$ cat config.mk
export PLATFORM = sky130hd
export DESIGN_NAME = eic_queue
export DESIGN_NICKNAME = d
export VERILOG_FILES = /design/src/rtl/eic_pkg.sv /design/src/rtl/eic_queue.sv
export SDC_FILE = /design/constraint.sdc
export NUM_CORES = 1
export LEC_CHECK = 0
export ABC_AREA = 1
export BUFFER_PORTS_ARGS = -buffer_cell sky130_fd_sc_hd__buf_2
export CAP_MARGIN = 10
export CORE_MARGIN = 2
export CORE_UTILIZATION = 52
export CTS_CLUSTER_SIZE = 12
export DETAILED_ROUTE_END_ITERATION = 8
export PLACE_DENSITY_LB_ADDON = 0.15
export SYNTH_ARGS = -nofsm -noshare
export SYNTH_HDL_FRONTEND = slang
export SYNTH_SLANG_ARGS = --single-unit
$ cat constraint.sdc
create_clock -name clk_i -period 7.1 [get_ports clk_i]
set_input_delay 0.71 -clock clk_i [delete_from_list [all_inputs] [get_ports clk_i]]
set_output_delay 0.71 -clock clk_i [all_outputs]
set_load 0.1 [all_outputs]
$ cat src/rtl/eic_pkg.sv
package eic_pkg;

  // Configuration register indexes
  localparam logic [2:0] CFG_PAIR_A = 3'd0;
  localparam logic [2:0] CFG_PAIR_B = 3'd1;
  localparam logic [2:0] CFG_PAIR_C = 3'd2;
  localparam logic [2:0] CFG_PAIR_D = 3'd3;
  localparam logic [2:0] CFG_FINAL  = 3'd4;
  localparam logic [2:0] CFG_LIMIT  = 3'd5;

  localparam logic [31:0] ERR_SAT = 32'hFFFF_FFFF;

  // One point correspondence as it travels from front to back
  typedef struct packed {
    logic signed [23:0] x1;
    logic signed [23:0] y1;
    logic signed [23:0] x2;
    logic signed [23:0] y2;
    logic               start;
  } item_t;

  // Fundamental matrix, entries 0..8, row major, signed Q1.30
  typedef logic [8:0][31:0] coef_t;

endpackage

$ cat src/rtl/eic_queue.sv
module eic_queue (
  input  logic                  clk_i,
  input  logic                  rst_ni,
  input  logic                  in_valid_i,
  output logic                  in_stall_o,
  input  logic signed [23:0]    first_x_i,
  input  logic signed [23:0]    first_y_i,
  input  logic signed [23:0]    second_x_i,
  input  logic signed [23:0]    second_y_i,
  input  logic                  start_set_i,
  output logic                  item_valid_o,
  output eic_pkg::item_t        item_o,
  input  logic                  item_pop_i
);
  import eic_pkg::*;

  item_t      ent_q [2];
  logic       wp_q, rp_q;
  logic [1:0] cnt_q;
  logic       push, pop;

  assign in_stall_o   = (cnt_q == 2'd2);
  assign item_valid_o = (cnt_q != 2'd0);
  assign item_o       = ent_q[rp_q];
  assign push         = in_valid_i && !in_stall_o;
  assign pop          = item_pop_i && item_valid_o;

  // Entry storage
  always_ff @(posedge clk_i) begin
    if (push) begin
      ent_q[wp_q] <= '{x1: first_x_i, y1: first_y_i, x2: second_x_i, y2: second_y_i,
                       start: start_set_i};
    end
  end

  // Pointers and fill level
  always_ff @(posedge clk_i or negedge rst_ni) begin
    if (!rst_ni) begin
      wp_q  <= 1'b0;
      rp_q  <= 1'b0;
      cnt_q <= 2'd0;
    end else begin
      if (push) wp_q <= ~wp_q;
      if (pop)  rp_q <= ~rp_q;
      if (push && !pop)      cnt_q <= cnt_q + 2'd1;
      else if (pop && !push) cnt_q <= cnt_q - 2'd1;
    end
  end

endmodule

Word-level counts from Yosys, hierarchy flattened --
Memories as Yosys holds them, arrays and structs flattened. Index checks and enable logic that the tools add are counted.
Storage, ports and cells: register bits after elaboration 4, RAM bits 194, bits of input ports 101, output and inout port bits 99, memories 1
Memory list:
- ent_q | words 2, bits a word 97, rd ports 1, clocked after Yosys merged registers in 0, wr ports 1, line eic_queue.sv:17 | item_t ent_q [2];
Operators by class: add/subtract/negate cells 2, eq/ne operators 1, multiplexer cells 4, bitwise operators 2, reduce and logical (&&, ||, !) cells 9
Operators by type and width (number):
- 1-bit logical AND | 4
- 2-bit 2-to-1 mux | 2
- 2-bit nonzero test | 2
- 1-bit zero test | 3
- 2-bit by 1-bit adder with 2-bit output (second input constant) | 1
- 2-bit equality test (second input constant) | 1
- 1-bit 2-to-1 mux | 2
- 1-bit inverter | 2
- 2-bit by 1-bit subtractor with 2-bit output (second input constant) | 1

Depth between registers and ports, before layout --
word-level depth 7, depth in mapped cells 9

Worst setup path after synthesis --
Ideal clock, no wire load.
path type input to register, from input in_valid_i, to memory ent_q[1][0] (netlist name) (enable), library setup time 0.553 ns, data arrival time 4.853 ns, data required time 6.547 ns, path slack 1.694 ns, stages 2, buffers on the path 0, cell sequence o21ai_0 nor2_1
Between the ends: longest elaborated chain between the ends 3
Ends and longest elaborated chain:
- start: declaration | line eic_queue.sv:4 | input logic in_valid_i,
- 1-bit logical AND | line eic_queue.sv:25 | assign push = in_valid_i && !in_stall_o;
- 1-bit 2-to-1 mux | line eic_queue.sv:30 | if (push) begin
- 1-bit 2-to-1 mux (implied by the code) | line eic_queue.sv:31 | ent_q[wp_q] <= '{x1: first_x_i, y1: first_y_i, x2: second_x_i, y2: second_y_i,
- end: declaration | line eic_queue.sv:17
Every way passes these cells.

==> metrics <==
outcome finished clean; Synth top area share 0.800; Gate Count Post-Synth between 500 and 600; post-synthesis average cell area around 14 um2; Num CTS Buffers 17; pre-CTS setup slack 3.85 ns; fmax between 200 and 300 MHz; largest area contributor in the netlist edfxtp_1; # IOs 200; asr flop ratio synth 0.0202; Worst Skew between 0.007 and 0.008 ns; DRT antenna net count 0; Clock transition at path regs ~0.06 ns; die width ~120 um; reg2reg path depth 4; clock buffer depth 2; min cycle time layout about 3.6 ns; max_slew headroom 0.235; Worst-Skew Late Latency ~0.42 ns; Worst Path Required approximately 6.4 ns; critical path arrival approximately 3 ns; most frequent cell after synthesis nand2_1; max-cap viol count 0; Final Max Tran Viols 0; flop2flop setup slack roughly 4.3 ns; register bit total from synthesis 198; total routed wirelength 13600 um; fraction of layout cells with a size suffix above 1 0.307; drt pass-1 iters 5; H-tree Lvls 4; Worst setup SP type register; Main synth FF type edfxtp_1; setup TNS 0 ns; number of fill cells approximately 1000; slowest stage delay, CP approximately 0.90 ns; worst path cell trace inv_4 -> nand2_1 -> nand2_1 -> buf_2; synth cell count leaders nand2_1 (302), edfxtp_1 (194), buf_2 (14), inv_1 (7); Synth Cell Area about 0.0073 mm2; number of global-route vias before repair approximately 4300; Starting Density 0.529; # port buffers about 200; # hold bufs at CTS 0; syn_nets 640; GRT Resource Usage Total 0.184; Nets approximately 840; Cell variety after synth 14; Crit-path slowest cell inv_4; fin util 0.649; sequential area share after synthesis 0.814; clk root buf clkbuf_16; Critical Path End Type output pin; Critical Path Fanout Max 99; count of final setup violators 0; CP dominant cell by count nand2_1; initial antenna violation count 0; remaining global-route overflow 0; Avg Vias per Cell between 4 and 5; routability cong. between 0.6 and 0.7; global-route wire length before repair ~20000 um; Layout area overhead 22.8%; ranking of synthesized cells by area edfxtp_1 (80%), nand2_1 (16%), dfrtp_1 (1.4%), buf_2 (0.96%), buf_6 (0.46%); n_diodes 0; die outline area 0.0150 mm2; die height between 100 and 150 um; drt drc 0; R2R Path Start cnt_q[1]; worst hold path type primary input to async pin; CTS tree built; yosys warns 0; clock sink total between 150 and 200; final period utilization 0.511; Core Box Area roughly 0.014 mm2; hpwl dp 8430 um; Final Hold Fails 0; row count 43; Initial DRC Count around 370; postcts setup bufs 0; RSZ-0062 raised after global routing no; number of synthesized flops with an enable pin between 150 and 200; PnR worst setup slack between 3 and 4 ns; crit path kind register to output pin; largest net degree at the start of global routing 100; Worst-Margin Slew roughly 1.1 ns; post-CTS resize count 0; Vias approximately 4500; Avg WL per Cell 14.6 um; Reg-to-Reg End ent_q[1][28]
metrics by stage:
step / hold slack [ns] / cells / area, um2
3_3_place_gp: 0.460 / 898 / 8400
4_1_cts: 0.0688 / 929 / 8940
2_1_floorplan: 0.414 / 538 / 7280
3_5_place_dp: 0.467 / 898 / 8400
6_report: 0.0837 / 929 / 8940
5_1_grt: 0.0690 / 929 / 8940
worst max-delay path, delay by kind of cell, from the launching register on:
family	cells	cell delay [ns]
and+or+nand+nor	2	0.25
DFF	1	0.85
buffers and inverters	2	1.34
layer usage:
metal	share of wire	GRT usage
met1	0.41	0.230
met2	0.50	0.303
met3	0.073	0.0590
met4	0.011	0.0690
met5	0	0
layout by cell type, fill, tap and decap left out, drive strengths merged:
master / netlist / routed
buf: 21 / 201
o21ai: 1 / 1
clkinvlp: 0 / 3
clkbuf: 0 / 19
nor2: 3 / 3
nand2: 302 / 302
bufinv: 0 / 2
nand4: 1 / 1
ha: 1 / 1
inv: 8 / 8
dfrtp: 4 / 4
xnor2: 1 / 1
nand3: 2 / 2
edfxtp: 194 / 194
clkinv: 0 / 7
flip-flops by register name, indices dropped and copies added (netlist names):
register	count
rp_q	1
ent_q	194
cnt_q	2
wp_q	1
area by class of cell:
cell class / count / area [um2] / area share
Inverter: 8 / 35.0 / 0.00392
Sequential cell: 198 / 5930 / 0.663
Timing Repair Buffer: 201 / 1010 / 0.113
Clock inverter: 12 / 113 / 0.0126
Clock buffer: 19 / 433 / 0.0484
Tap cell: 180 / 225 / 0.0252
Multi-Input combinational cell: 311 / 1190 / 0.134
worst max-delay path by stage:
| stage | slack [ns] | to | startpoint | depth (start not counted) |
|---|---|---|---|---|
| 2_1_floorplan | 1.69 | ent_q[1][0] | in_valid_i | 2 |
| 5_1_grt | 3.24 | item_o[38] | rp_q | 4 |
| 3_3_place_gp | 3.87 | item_o[9] | rp_q | 4 |
| 4_1_cts | 3.39 | item_o[9] | rp_q | 4 |
| 6_report | 3.47 | item_o[9] | rp_q | 4 |
| 3_5_place_dp | 3.85 | item_o[9] | rp_q | 4 |
cell families (layout without fill, tap and decap cells):
logic type,count (synthesis),count (layout),share of synthesized area
and+or+nand+nor,308,308,0.160
DFF,198,198,0.814
buffers and inverters,29,240,0.0229
adders and majority gates,1,1,0.00172
AOI/OAI and AO/OA,1,1,0.000687
xor gates and xnor gates,1,1,0.00120
Power is left out: the tool's default activity adds up to more than one toggle a clock period on the data nets, which glitch-free logic cannot reach.
